$ cat config.mk
export PLATFORM = sky130hd
export DESIGN_NAME = line_editor_with_echo
export DESIGN_NICKNAME = d
export VERILOG_FILES = /design/src/hdl/lnedit_pkg.sv /design/src/hdl/lnedit_dp.sv /design/src/hdl/lnedit_ctrl.sv /design/src/hdl/line_editor_with_echo.sv
export SDC_FILE = /design/constraint.sdc
export NUM_CORES = 1
export LEC_CHECK = 0
export ABC_AREA = 1
export ABC_CLOCK_PERIOD_IN_PS = 3800
export BUFFER_PORTS_ARGS = -buffer_cell sky130_fd_sc_hd__clkbuf_2
export CAP_MARGIN = 20
export CORE_UTILIZATION = 50
export DETAILED_ROUTE_END_ITERATION = 12
export PLACE_DENSITY = 0.76
export REMOVE_ABC_BUFFERS = 1
export SYNTH_ARGS = -nofsm -noshare
export SYNTH_HDL_FRONTEND = slang
export SYNTH_SLANG_ARGS = --single-unit
$ cat constraint.sdc
create_clock -name clk -period 3.8 [get_ports clk]
set_input_delay 0.76 -clock clk [delete_from_list [all_inputs] [get_ports clk]]
set_output_delay 0.76 -clock clk [all_outputs]
set_load 0.03 [all_outputs]
$ cat src/hdl/lnedit_pkg.sv
`default_nettype none

package lnedit_pkg;

  // Special characters
  localparam logic [7:0] CH_NEWLINE   = 8'd10;
  localparam logic [7:0] CH_BACKSPACE = 8'd8;
  localparam logic [7:0] CH_SPACE     = 8'd32;

  // Input operation codes
  localparam logic OP_CHAR = 1'b0;
  localparam logic OP_READ = 1'b1;

  // Result kinds
  localparam logic [1:0] KIND_ECHO       = 2'd0;
  localparam logic [1:0] KIND_LINE_BYTE  = 2'd1;
  localparam logic [1:0] KIND_EMPTY_READ = 2'd2;
  localparam logic [1:0] KIND_NOT_READY  = 2'd3;

  localparam int IN_TDATA_W  = 24;
  localparam int OUT_TDATA_W = 16;
  localparam int COUNT_W     = 7;

  // Controller to datapath
  typedef struct packed {
    logic capture;      // latch the accepted input transaction
    logic store;        // append the character to the line
    logic len_dec;      // remove the last character
    logic start;        // clear step/index counters, latch read length
    logic echo_load;    // load an echo result
    logic status_load;  // load an empty-read or not-ready result
    logic rd_en;        // read line store at the drain index
    logic drain_load;   // load a line byte result
  } cmd_t;

  // Datapath to controller
  typedef struct packed {
    logic op_read;
    logic line_pending;
    logic is_nl;
    logic is_bs;
    logic len_zero;
    logic room;         // an ordinary character still fits
    logic n_zero;       // read would deliver nothing
    logic echo_last;
    logic drain_last;
    logic out_free;     // output register can take a new result
  } stat_t;

endpackage

`default_nettype wire

$ cat src/hdl/lnedit_dp.sv
`default_nettype none

module lnedit_dp #(
  parameter int LINE_DEPTH = 64
) (
  input  wire                               clk,
  input  wire                               rst,
  input  wire  [lnedit_pkg::IN_TDATA_W-1:0] in_data,
  input  wire                               in_op,
  input  wire  lnedit_pkg::cmd_t            cmd,
  output lnedit_pkg::stat_t                 st,
  output logic                              out_valid,
  input  wire                               out_ready,
  output logic [1:0]                        out_kind,
  output logic [7:0]                        out_data,
  output logic                              out_last,
  output logic [lnedit_pkg::COUNT_W-1:0]    out_count
);

  localparam int AW = $clog2(LINE_DEPTH);
  localparam int LW = $clog2(LINE_DEPTH + 1);
  localparam int CW = (LW > lnedit_pkg::COUNT_W) ? LW : lnedit_pkg::COUNT_W;
  localparam logic [LW-1:0] DEPTH_L    = LW'(LINE_DEPTH);
  localparam logic [LW-1:0] DEPTH_M1_L = LW'(LINE_DEPTH - 1);

  logic [7:0]    line_store [LINE_DEPTH];
  logic [7:0]    rdata;
  logic          op;
  logic [7:0]    char_q;
  logic [15:0]   maxb;
  logic [LW-1:0] line_length;
  logic          line_pending;
  logic [LW-1:0] n_len;
  logic [LW-1:0] idx;
  logic [1:0]    step;

  logic [LW-1:0] n_calc;
  logic [LW-1:0] idx_next;
  logic [CW-1:0] count_wide;
  logic          len_lt_depth;
  logic          mem_we;
  logic          clear_line;
  logic [7:0]    echo_data;

  assign len_lt_depth = line_length < DEPTH_L;
  assign mem_we       = cmd.store && len_lt_depth;
  assign n_calc       = (maxb < 16'(line_length)) ? maxb[LW-1:0] : line_length;
  assign idx_next     = idx + LW'(1);
  assign count_wide   = CW'(idx) + CW'(1);
  assign clear_line   = (cmd.status_load && line_pending) ||
                        (cmd.drain_load && st.drain_last);

  always_comb begin
    if (st.is_bs) begin
      echo_data = (step == 2'd1) ? lnedit_pkg::CH_SPACE : lnedit_pkg::CH_BACKSPACE;
    end else begin
      echo_data = char_q;
    end
  end

  always_comb begin
    st.op_read      = (op == lnedit_pkg::OP_READ);
    st.line_pending = line_pending;
    st.is_nl        = (char_q == lnedit_pkg::CH_NEWLINE);
    st.is_bs        = (char_q == lnedit_pkg::CH_BACKSPACE);
    st.len_zero     = (line_length == '0);
    st.room         = line_length < DEPTH_M1_L;
    st.n_zero       = (n_calc == '0);
    st.echo_last    = !st.is_bs || (step == 2'd2);
    st.drain_last   = (idx_next == n_len);
    st.out_free     = !out_valid || out_ready;
  end

  // Line store: one write port, one registered read port
  always_ff @(posedge clk) begin
    if (mem_we) begin
      line_store[line_length[AW-1:0]] <= char_q;
    end
    if (cmd.rd_en) begin
      rdata <= line_store[idx[AW-1:0]];
    end
  end

  // Input capture and counters
  always_ff @(posedge clk) begin
    if (cmd.capture) begin
      op     <= in_op;
      char_q <= in_data[7:0];
      maxb   <= in_data[23:8];
    end
    if (cmd.start) begin
      n_len <= n_calc;
      idx   <= '0;
      step  <= '0;
    end else begin
      if (cmd.drain_load) begin
        idx <= idx_next;
      end
      if (cmd.echo_load) begin
        step <= step + 2'd1;
      end
    end
  end

  // Line state
  always_ff @(posedge clk) begin
    if (rst) begin
      line_length  <= '0;
      line_pending <= 1'b0;
    end else begin
      if (clear_line) begin
        line_length  <= '0;
        line_pending <= 1'b0;
      end else begin
        if (mem_we) begin
          line_length <= line_length + LW'(1);
        end else if (cmd.len_dec) begin
          line_length <= line_length - LW'(1);
        end
        if (cmd.store && st.is_nl) begin
          line_pending <= 1'b1;
        end
      end
    end
  end

  // Output register
  always_ff @(posedge clk) begin
    if (rst) begin
      out_valid <= 1'b0;
    end else if (cmd.echo_load || cmd.status_load || cmd.drain_load) begin
      out_valid <= 1'b1;
    end else if (out_ready) begin
      out_valid <= 1'b0;
    end
  end

  always_ff @(posedge clk) begin
    if (cmd.echo_load) begin
      out_kind  <= lnedit_pkg::KIND_ECHO;
      out_data  <= echo_data;
      out_last  <= st.echo_last;
      out_count <= '0;
    end else if (cmd.status_load) begin
      out_kind  <= line_pending ? lnedit_pkg::KIND_EMPTY_READ : lnedit_pkg::KIND_NOT_READY;
      out_data  <= '0;
      out_last  <= 1'b1;
      out_count <= '0;
    end else if (cmd.drain_load) begin
      out_kind  <= lnedit_pkg::KIND_LINE_BYTE;
      out_data  <= rdata;
      out_last  <= st.drain_last;
      out_count <= count_wide[lnedit_pkg::COUNT_W-1:0];
    end
  end

endmodule

`default_nettype wire

$ cat src/hdl/lnedit_ctrl.sv
`default_nettype none

module lnedit_ctrl (
  input  wire                    clk,
  input  wire                    rst,
  input  wire                    in_valid,
  output logic                   in_ready,
  input  wire lnedit_pkg::stat_t st,
  output lnedit_pkg::cmd_t       cmd
);

  typedef enum logic [5:0] {
    S_IDLE   = 6'b000001,
    S_DECODE = 6'b000010,
    S_ECHO   = 6'b000100,
    S_STATUS = 6'b001000,
    S_READ   = 6'b010000,
    S_SEND   = 6'b100000
  } state_t;

  state_t state;
  state_t state_next;

  assign in_ready = (state == S_IDLE);

  always_comb begin
    cmd        = '0;
    state_next = state;
    case (state)
      S_IDLE: begin
        if (in_valid) begin
          cmd.capture = 1'b1;
          state_next  = S_DECODE;
        end
      end
      S_DECODE: begin
        cmd.start = 1'b1;
        if (!st.op_read) begin
          if (st.line_pending) begin
            // drop characters while a line waits to be read
            state_next = S_IDLE;
          end else if (st.is_nl) begin
            cmd.store  = 1'b1;
            state_next = S_ECHO;
          end else if (st.is_bs) begin
            if (st.len_zero) begin
              state_next = S_IDLE;
            end else begin
              cmd.len_dec = 1'b1;
              state_next  = S_ECHO;
            end
          end else if (st.room) begin
            cmd.store  = 1'b1;
            state_next = S_ECHO;
          end else begin
            state_next = S_IDLE;
          end
        end else if (!st.line_pending || st.n_zero) begin
          state_next = S_STATUS;
        end else begin
          state_next = S_READ;
        end
      end
      S_ECHO: begin
        if (st.out_free) begin
          cmd.echo_load = 1'b1;
          if (st.echo_last) begin
            state_next = S_IDLE;
          end
        end
      end
      S_STATUS: begin
        if (st.out_free) begin
          cmd.status_load = 1'b1;
          state_next      = S_IDLE;
        end
      end
      S_READ: begin
        cmd.rd_en  = 1'b1;
        state_next = S_SEND;
      end
      S_SEND: begin
        if (st.out_free) begin
          cmd.drain_load = 1'b1;
          state_next     = st.drain_last ? S_IDLE : S_READ;
        end
      end
      default: begin
        state_next = S_IDLE;
      end
    endcase
  end

  always_ff @(posedge clk) begin
    if (rst) begin
      state <= S_IDLE;
    end else begin
      state <= state_next;
    end
  end

endmodule

`default_nettype wire

$ cat src/hdl/line_editor_with_echo.sv
// Sequence: a transaction is captured, then decoded; an echo or status result is then
//   registered from S_ECHO or S_STATUS, a line byte from S_SEND, held by any output stall.
// A new transaction is taken only in S_IDLE, after the last one is through; a read drains
//   each line byte through S_READ then S_SEND, set by the line store's registered read port.
// Reset (synchronous, active high) empties the line, clears the ready flag, the
//   controller and the output valid; line store contents are left as they are.
`default_nettype none

module line_editor_with_echo #(
  parameter int LINE_DEPTH = 64
) (
  input  wire                                clk,
  input  wire                                rst,
  input  wire                                s_axis_tvalid,
  output logic                               s_axis_tready,
  input  wire  [lnedit_pkg::IN_TDATA_W-1:0]  s_axis_tdata,   // char_in, max_bytes
  input  wire                                s_axis_tuser,   // operation
  output logic                               m_axis_tvalid,
  input  wire                                m_axis_tready,
  output logic [lnedit_pkg::OUT_TDATA_W-1:0] m_axis_tdata,   // data, returned_count, pad
  output logic                               m_axis_tlast,
  output logic [1:0]                         m_axis_tuser    // kind
);

  lnedit_pkg::cmd_t  cmd;
  lnedit_pkg::stat_t st;

  logic [7:0]                       out_data;
  logic [lnedit_pkg::COUNT_W-1:0]   out_count;

  lnedit_ctrl u_ctrl (
    .clk      (clk),
    .rst      (rst),
    .in_valid (s_axis_tvalid),
    .in_ready (s_axis_tready),
    .st       (st),
    .cmd      (cmd)
  );

  lnedit_dp #(
    .LINE_DEPTH (LINE_DEPTH)
  ) u_dp (
    .clk       (clk),
    .rst       (rst),
    .in_data   (s_axis_tdata),
    .in_op     (s_axis_tuser),
    .cmd       (cmd),
    .st        (st),
    .out_valid (m_axis_tvalid),
    .out_ready (m_axis_tready),
    .out_kind  (m_axis_tuser),
    .out_data  (out_data),
    .out_last  (m_axis_tlast),
    .out_count (out_count)
  );

  assign m_axis_tdata = {1'b0, out_count, out_data};

  // One item at a time: no new transaction right after one is taken
  a_one_item: assert property (@(posedge clk) disable iff (rst)
    (s_axis_tvalid && s_axis_tready) |=> !s_axis_tready)
    else $error("input accepted while previous item in decode");

  // Results are loaded only into a free output register
  a_load_free: assert property (@(posedge clk) disable iff (rst)
    (cmd.echo_load || cmd.status_load || cmd.drain_load) |-> st.out_free)
    else $error("result loaded over a pending result");

  a_status_shape: assert property (@(posedge clk) disable iff (rst)
    (m_axis_tvalid && (m_axis_tuser == lnedit_pkg::KIND_NOT_READY ||
                       m_axis_tuser == lnedit_pkg::KIND_EMPTY_READ))
    |-> (m_axis_tlast && m_axis_tdata == '0))
    else $error("status result with nonzero payload or without last");

  a_echo_count: assert property (@(posedge clk) disable iff (rst)
    (m_axis_tvalid && m_axis_tuser == lnedit_pkg::KIND_ECHO) |-> (out_count == '0))
    else $error("echo result with nonzero count");

endmodule

`default_nettype wire
==> qor.yml, run 1 <==
status: "complete, no violations"
comb_power_share: 0.146
highest_layer: "met4"
initial_utilization: 0.507
synth_area_leader_cell: "edfxtp_1"
ctsLongestPathBuffers: 3
finalCriticalPeriod_ps: 3100
synth-main-ff-cell: "edfxtp_1"
worstMarginPinSlew_ps: 950
route.antenna.remaining_nets: 0
wl_met2_um: 27900
cts_resized: 0
grt_pass1_wl_um: 90900
drt-pass1-iter-count: 6
wl_met3_um: 5860
wl_met1_um: 23500
synth_top_area_frac: 0.697
area_growth_pct: 11.5
swShare: 0.267
post_drt_wl_per_cell_um: 22.6
slew_violations: 0
hold-worst-slack_ps: 336
synthTopCellsByCount: "edfxtp_1, nor2_1, o21ai_0"
critPathMaxFanout: 17
cts_root_buffer: "clkbuf_16"
grt_antenna_before_repair: 0
setup_violations: 0
ys_seq_area_frac: 0.724
synth_seq_cells: 594
avgViaCountPerCell: 6.13
cp.required_ps: 4030
postCtsSetupRepairBufs: 0
crit_family: "simple AND/OR/NAND/NOR gates"
drt-total-wl_um: 59400
syn-mean-instance-area_um2: 12.4
die_w_um: 222
io_buffers: 48
cts.sinks: 594
gr-usage-all-layers: 0.241
cts_buffers: 57
cts_hold_buf: 0
relSlewSlack: 0.366
rsz0062_at_grt: "false"
nets: 2014
crit_buf_inv: 2
fmax_mhz: 323
worstSetupPathType: "flip-flop to flip-flop"
hp-class: "input pin to flip-flop"
p_leak_nw: 9.08
ios: 50
die_h_um: 222
drt_iter0_drc: 2177
coreArea_um2: 47700
start_kind: "flip-flop"
power_w: 0.0158
async_reset_ff_frac: 0
cp_cell_sequence: "inv_1 > nor4_2 > buf_4 > nand2_1 > nor2_4 > nand3_4 > nor2_8 > nand2_2 > nor2_1"
cts_max_level: 2
dieArea_um2: 49300
num_vias: 16100
cts_tree: "done"
gp_congestion: 0.916
num_rows: 80
synth-edff-count: 561
clockPowerShare: 0.374
p_switching_w: 0.00422
finClkSkew_ps: 21.2
vdd_ir_drop_max_mv: 0.391
path_clk_slew_ps: 60
grt_pass1_vias: 15500
cp-end-kind: "flip-flop"
utilization: 0.565
power.density_nw_per_um2: 587
p_seq_frac: 0.479
synth_area_leaders: "edfxtp_1, o21ai_0, nor2_1, o22ai_1, dfxtp_1"
cp.arrival_ps: 3330
critPathSlowestCell: "nor2_1"
intPower_w: 0.0116
drive_above_1_share: 0.109
dp_hpwl_um: 35100
yosys_warnings: 0
cap_violations: 0
max_stage_delay_ps: 660
antenna_cells: 0
finalCritPeriodShare: 0.815
grt_max_degree: 212
drc: 0
gr-total-overflow: 0
clk_latency_ps: 610
synth_cells: 1945
synth_cell_types: 50
synth.most_common_cell: "edfxtp_1"
synth_area_um2: 24200
finalHoldViolCount: 0
## registers in the layout, indices dropped and copies added (netlist names)
signal and flops:
u_ctrl.state 6, u_dp.char_q 8, u_dp.idx 7, u_dp.line_length 7
u_dp.line_pending 1, u_dp.line_store 512, u_dp.maxb 16, u_dp.n_len 7
u_dp.op 1, u_dp.out_count 7, u_dp.out_data 8, u_dp.out_kind 2
u_dp.out_last 1, u_dp.out_valid 1, u_dp.rdata 8, u_dp.step 2
## through the flow
stage               setup slack (ps)  area (µm²)  TNS [ps]  std cells
floorplan                      -5060       23700    -86660       1831
global placement                 831       25000         0       2526
detailed placement               744       25000         0       2526
CTS                              732       27000         0       2633
global route                     482       27000         0       2633
finish                           703       27000         0       2633
## logic make-up (layout without fill, tap and decap cells)
| logic type | count (synthesis) | count (layout) | synth area share |
|---|---|---|---|
| flops | 594 | 594 | 0.724 |
| simple gates | 589 | 589 | 0.104 |
| compound gates | 558 | 558 | 0.130 |
| buf+inv | 177 | 250 | 0.0303 |
| fa+ha+maj | 15 | 15 | 0.00807 |
| xor+xnor | 11 | 11 | 0.00429 |
| other cells | 1 | 1 | 0.000155 |
## metal layers
layer | GRT usage | vias to the layer above
li1 | - | 7196
met1 | 0.329 | 7877
met2 | 0.383 | 926
met3 | 0.0421 | 140
met4 | 0.0977 | 0
met5 | 0 | -
## final timing paths
check | to | slack (ps) | depth (start not counted) | startpoint
min | u_dp.maxb[9] | 340 | 1 | s_axis_tdata[17]
max | u_dp.line_store[7][0] | 700 | 9 | u_ctrl.state[1]
max reg2reg | u_dp.line_store[7][0] | 700 | 9 | u_ctrl.state[1]
min reg2reg | u_dp.out_kind[1] | 460 | 2 | u_dp.out_kind[1]
## worst register-to-register path, stage by stage, from the launching register on
cell and delay (ps):
dfxtp_1 390, inv_1 70, nor4_2 230, buf_4 280
nand2_1 150, nor2_4 150, nand3_4 260, nor2_8 250
nand2_2 290, nor2_1 660
## cells in the final DEF, fill, tap and decap left out, types with 3 or more instances in the layout
master / Yosys / final
o211ai_1: 27 / 27
dfxtp_1: 33 / 30
clkbuf_1: 82 / 9
clkinv_2: 0 / 15
nand3_4: 5 / 5
nand3b_1: 4 / 4
o221ai_1: 10 / 10
bufinv_16: 0 / 10
buf_12: 0 / 5
o21bai_1: 9 / 9
inv_6: 0 / 3
a21oi_1: 30 / 30
nor2_2: 3 / 4
clkbuf_2: 0 / 48
edfxtp_1: 561 / 561
nand2_2: 9 / 9
nor2_1: 403 / 402
buf_4: 6 / 27
nand3_1: 33 / 33
o21ai_0: 329 / 329
nor4_1: 3 / 3
xnor2_1: 3 / 3
a21oi_2: 5 / 5
inv_2: 10 / 10
o22ai_1: 136 / 136
clkinvlp_4: 0 / 3
nand2_1: 105 / 105
nor3_1: 6 / 6
xor2_1: 7 / 7
o21ai_1: 6 / 6
ha_1: 14 / 14
inv_1: 52 / 51
clkinv_1: 1 / 10
clkbuf_16: 0 / 59
## cell type report
type	instances	area, µm²
clock buffer	68	1510
sequential	594	17500
clock inverter	39	449
multi-input combinational	1174	5950
tap	615	769
inverter	63	241
fill	3675	20800
timing repair buffer	80	543
## power by group through the flow
stage | registers [W] | logic [W] | clock network, W
2_1_floorplan | 0.00805 | 0.00115 | 0
3_3_place_gp | 0.00772 | 0.00221 | 0
3_5_place_dp | 0.00772 | 0.00227 | 0
4_1_cts | 0.00758 | 0.00228 | 0.00598
5_1_grt | 0.00759 | 0.00251 | 0.00622
6_report | 0.00759 | 0.00231 | 0.00592
No activity file was read; power rests on OpenSTA's default activity.
==> inputs of run 2 (changes only) <==
- ABC_CLOCK_PERIOD_IN_PS: 3800 -> 2850
- clock period: 3.8 -> 2.85 ns (I/O delays scaled with it)
==> run 2 against run 1 <==
Die area is the same. Register-to-register slack got worse by 510 ps. Core utilization increased by 1.1 points. First-iteration DRC count decreased by 3.6%. Sequential share of layout area shrank 1.2 points. Critical path depth is 2 higher. Total power grew 30%. Sequential cell count is the same. Wire length is 0.19% higher. Final cell count increased by 3.1%. Largest power group unchanged. Highest routed layer is now met5.
==> qor.yml, run 2 (same netlist as run 1, synthesis figures left out) <==
status: "complete, no violations"
hp-class: "input pin to flip-flop"
drt-total-wl_um: 59600
final_cell_mix: "edfxtp_1, nor2_1, o21ai_0, o22ai_1"
slew_violations: 0
finClkSkew_ps: 21.6
swShare: 0.269
clk_latency_ps: 620
finalCriticalPeriod_ps: 2660
drt-pass1-iter-count: 6
dpl_cell_area_um2: 25700
area_growth_pct: 13.7
io_buffers: 48
worstMarginPinSlew_ps: 825
gr-usage-all-layers: 0.239
die_w_um: 222
grt-busiest-layer: "met2"
postCtsSetupRepairBufs: 0
worstSetupPathType: "flip-flop to flip-flop"
cp.arrival_ps: 2990
cts_max_level: 2
gp_congestion: 0.913
cts_root_buffer: "clkbuf_16"
gr-usage-met2: 0.387
dp_hpwl_um: 35500
p_switching_w: 0.00555
start_kind: "flip-flop"
cts_buffers: 58
finalCritPeriodShare: 0.934
largest_reg_flops: 512
setup_violations: 0
ios: 50
nets: 2097
num_vias: 16300
power.density_nw_per_um2: 749
comb_power_share: 0.153
drc: 0
post_drt_wl_per_cell_um: 21.9
dieArea_um2: 49300
num_rows: 80
p_seq_frac: 0.492
cts_tree: "done"
drt_iter0_drc: 2099
grt.met1_usage: 0.322
critPathMaxFanout: 13
grt_pass1_vias: 15600
utilization: 0.576
vdd_ir_drop_max_mv: 0.495
rsz0062_at_grt: "false"
path_clk_slew_ps: 60
grt_max_degree: 100
stdcell_area_um2: 27500
final_common_cell: "edfxtp_1"
coreArea_um2: 47700
power_w: 0.0206
cp.required_ps: 3180
drive_above_1_share: 0.139
relSlewSlack: 0.450
initial_utilization: 0.507
fin_cells: 2715
grt_antenna_before_repair: 1
cp-end-kind: "flip-flop"
p_leak_nw: 9.46
route.antenna.remaining_nets: 0
dp_cells: 2608
hold-worst-slack_ps: 129
regToRegStartpoint: "u_ctrl.state[5]"
min_from: "s_axis_tuser"
ctsLongestPathBuffers: 3
gr-total-overflow: 0
cts.sinks: 594
cap_violations: 0
use_met3: 0.0440
finalHoldViolCount: 0
fmax_mhz: 376
intPower_w: 0.0151
clockPowerShare: 0.356
grt_pass1_wl_um: 90000
avgViaCountPerCell: 6.00
die_h_um: 222
crit_start: "u_ctrl.state[5]"
[run 2: cell types whose count changed in the layout (fill, tap and decap cells not counted), sizes merged]
cell	change
buf	+82
clkinvlp	-3
clkbuf	+19
clkinv	-10
bufinv	-7
diode	+1
[run 2: critical path, cell delays in order (launching register included)]
cell and delay, ps:
dfxtp_1 330, inv_2 60, nand2_2 80, nor4_2 260, nand2_1 150, nor2_4 160
nand3_4 210, buf_4 240, nor2_8 140, nand2_2 250, nor2_1 310, buf_4 190
[run 2: layout make-up]
type,instances,area (µm²)
Fill cell,3607,20200
Sequential cell,594,17500
Multi-Input combinational cell,1174,5970
Clock buffer,87,1630
Timing Repair Buffer,162,1210
Tap cell,615,769
Inverter,63,241
Clock inverter,19,171
Antenna cell,1,2.50
[run 2: path summary, 6_finish.rpt]
path,slack [ps],cells past startpoint,end
max,190,11,u_dp.line_store[15][5]
min,130,1,u_dp.op
max reg2reg,190,11,u_dp.line_store[15][5]
min reg2reg,470,2,u_dp.out_count[1]
[run 2: through the flow]
| step | worst slack (ps) | TNS, ps |
|---|---|---|
| after floorplan | -6010 | -237920 |
| after global placement | 272 | 0 |
| after detailed placement | 213 | 0 |
| after CTS | 211 | 0 |
| after global routing | 14.5 | 0 |
| final | 188 | 0 |
[run 2: per-layer routing]
metal  wire length (µm)  vias to the layer above
met5                 18                        -
met4               1920                        2
met1              23600                     7916
li1                   -                     7356
met3               5380                      144
met2              28700                      878
[run 2: power groups by stage]
stage / Sequential [W] / Combinational [W] / Clock (W)
final: 0.0101 / 0.00314 / 0.00734
after global routing: 0.0101 / 0.00341 / 0.00770
after CTS: 0.0101 / 0.00309 / 0.00739
after detailed placement: 0.0103 / 0.00308 / 0
after global placement: 0.0103 / 0.00301 / 0
after floorplan: 0.0107 / 0.00153 / 0
[run 2: what timing repair did]
item,in CTS,in global routing
endpoints found under the setup margin,0,1
hold buffers,0,0
resized for setup,0,2
==> inputs of run 3 (changes only) <==
- CORE_UTILIZATION: 50 -> 45
- CTS_CLUSTER_SIZE: default -> 16
- PLACE_DENSITY: 0.76 -> 0.7
==> run 3 against run 2 <==
Fmax is 0.44% lower. Final cell count is 2.9% higher. Global-route usage is 1.6 points lower. Via count is 0.17% lower. Clock-buffer cell count is 16 lower. Sequential cell count stayed put. Total power is 3.6% higher. Clock power is 8.9% higher. Critical endpoint is now u_dp.line_store[1][5].
==> qor.yml, run 3 (same netlist as run 1, synthesis figures left out) <==
dp_hpwl_um: 37100
finalCritPeriodShare: 0.938
final_common_cell: "edfxtp_1"
nFillCells: 4262
largest_reg_flops: 512
comb_power_share: 0.150
stdcell_area_um2: 27800
num_vias: 16300
path_clk_slew_ps: 60
drive_above_1_share: 0.144
clk_latency_ps: 620
gp_congestion: 0.919
cp_cell_sequence: "inv_2 > nand2_2 > nor4_2 > nand2_1 > nor2_4 > nand3_4 > buf_4 > nor2_8 > nand2_2 > nor2_1 > buf_4"
intPower_w: 0.0157
critPathMaxFanout: 13
p_switching_w: 0.00567
regToRegEndpoint: "u_dp.line_store[1][5]"
max_stage_delay_ps: 330
io_buffers: 48
ios: 50
p_leak_nw: 9.57
drt-pass1-iter-count: 6
gr-usage-all-layers: 0.224
cp.arrival_ps: 3010
setup_tns_ps: 0
grt_pass1_wl_um: 91800
cts_buffers: 59
initial_utilization: 0.457
nets: 2101
setup_violations: 0
dpl_cell_area_um2: 25800
coreArea_um2: 52900
vdd_ir_drop_max_mv: 0.474
clockPowerShare: 0.374
avgViaCountPerCell: 5.82
finalHoldViolCount: 0
cts_root_buffer: "clkbuf_16"
grt_antenna_before_repair: 1
cp-end-kind: "flip-flop"
hp-class: "input pin to flip-flop"
rsz0062_at_grt: "false"
regToRegStartpoint: "u_ctrl.state[5]"
power.density_nw_per_um2: 768
dieArea_um2: 54700
worstSetupPathType: "flip-flop to flip-flop"
hold_depth: 1
grt_pass1_vias: 15500
route.antenna.remaining_nets: 0
die_h_um: 234
cts_max_level: 2
drt_iter0_drc: 2012
num_rows: 84
rr_worst_depth: 11
dp_slack_ps: 260
worstMarginPinSlew_ps: 915
finClkSkew_ps: 12.8
antenna_cells: 0
swShare: 0.265
status: "complete, no violations"
drc: 0
ctsLongestPathBuffers: 3
power_w: 0.0213
r2r_setup_slack_ps: 180
postCtsSetupRepairBufs: 0
cts_tree: "done"
gr-total-overflow: 0
grt_max_degree: 82
timing.critical_path.to: "u_dp.line_store[1][5]"
post_drt_wl_per_cell_um: 21.7
start_kind: "flip-flop"
fin_ws_ps: 176
slew_violations: 0
area_growth_pct: 14.9
relSlewSlack: 0.390
cts.sinks: 594
cap_violations: 0
critPathSlowestCell: "dfxtp_1"
die_w_um: 234
crit_start: "u_ctrl.state[5]"
cp.required_ps: 3180
p_seq_frac: 0.475
final_cell_mix: "edfxtp_1, nor2_1, o21ai_0, o22ai_1, buf_4"
drt-total-wl_um: 60700
finalCriticalPeriod_ps: 2670
fmax_mhz: 374
==> run 3: cell types whose count changed in the layout (fill, tap and decap cells not counted), moves of 2 or more <==
| cell | before | now |
|---|---|---|
| clkbuf_8 | 5 | 0 |
| clkinvlp_4 | 0 | 2 |
| clkbuf_16 | 59 | 61 |
| clkinv_1 | 6 | 13 |
| clkbuf_1 | 23 | 10 |
| clkinv_2 | 9 | 12 |
| bufinv_16 | 3 | 10 |
| buf_4 | 105 | 110 |
| buf_12 | 9 | 7 |
==> run 3: how the worst min path moves through the flow <==
stage | from | end | slack, ps
floorplan | u_dp.step[0] | u_dp.step[0] | 470
global placement | u_dp.out_count[3] | u_dp.out_count[3] | 460
detailed placement | u_dp.out_count[5] | u_dp.out_count[5] | 460
CTS | s_axis_tdata[20] | u_dp.maxb[12] | 110
global route | s_axis_tdata[23] | u_dp.maxb[15] | 120
finish | s_axis_tuser | u_dp.op | 130
==> run 3: per-layer routing <==
layer | global-route usage | share of wire | vias to the layer above
met2 | 0.352 | 0.47 | 786
met1 | 0.307 | 0.41 | 7997
met3 | 0.0423 | 0.088 | 124
met4 | 0.0881 | 0.032 | 2
li1 | - | - | 7359
met5 | 0 | 0.00021 | -
==> run 3: what timing repair did <==
item,in CTS,in global routing
resized for setup,0,2
endpoints found under the setup margin,0,1
hold buffers,0,0
==> run 3: cell type report <==
| class | instances | area [µm²] | area share |
|---|---|---|---|
| clock inverter | 38 | 438 | 0.0158 |
| timing repair buffer | 165 | 1210 | 0.0434 |
| clock buffer | 71 | 1560 | 0.0563 |
| tap | 688 | 861 | 0.0310 |
| multi-input combinational | 1174 | 5960 | 0.215 |
| sequential | 594 | 17500 | 0.630 |
| inverter | 63 | 241 | 0.00869 |
==> run 3: critical path: cells and delay by family (launching register included) <==
family	cells	cell delay, ps
buffers and inverters	3	500
AND/OR/NAND/NOR	8	1570
flip-flops	1	330
==> run 3: stage by stage <==
step / hold slack, ps / utilization / std cells
4_1_cts: 107 / 0.525 / 2793
5_1_grt: 116 / 0.526 / 2793
6_report: 130 / 0.526 / 2793
3_3_place_gp: 459 / 0.488 / 2684
2_1_floorplan: 470 / - / 1831
3_5_place_dp: 458 / 0.488 / 2684
==> run 3: power by group through the flow <==
| stage | Combinational (W) | Sequential, W | Clock [W] |
|---|---|---|---|
| floorplan | 0.00153 | 0.0107 | 0 |
| global placement | 0.00310 | 0.0103 | 0 |
| detailed placement | 0.00315 | 0.0103 | 0 |
| CTS | 0.00316 | 0.0101 | 0.00809 |
| global route | 0.00347 | 0.0102 | 0.00842 |
| finish | 0.00320 | 0.0101 | 0.00799 |
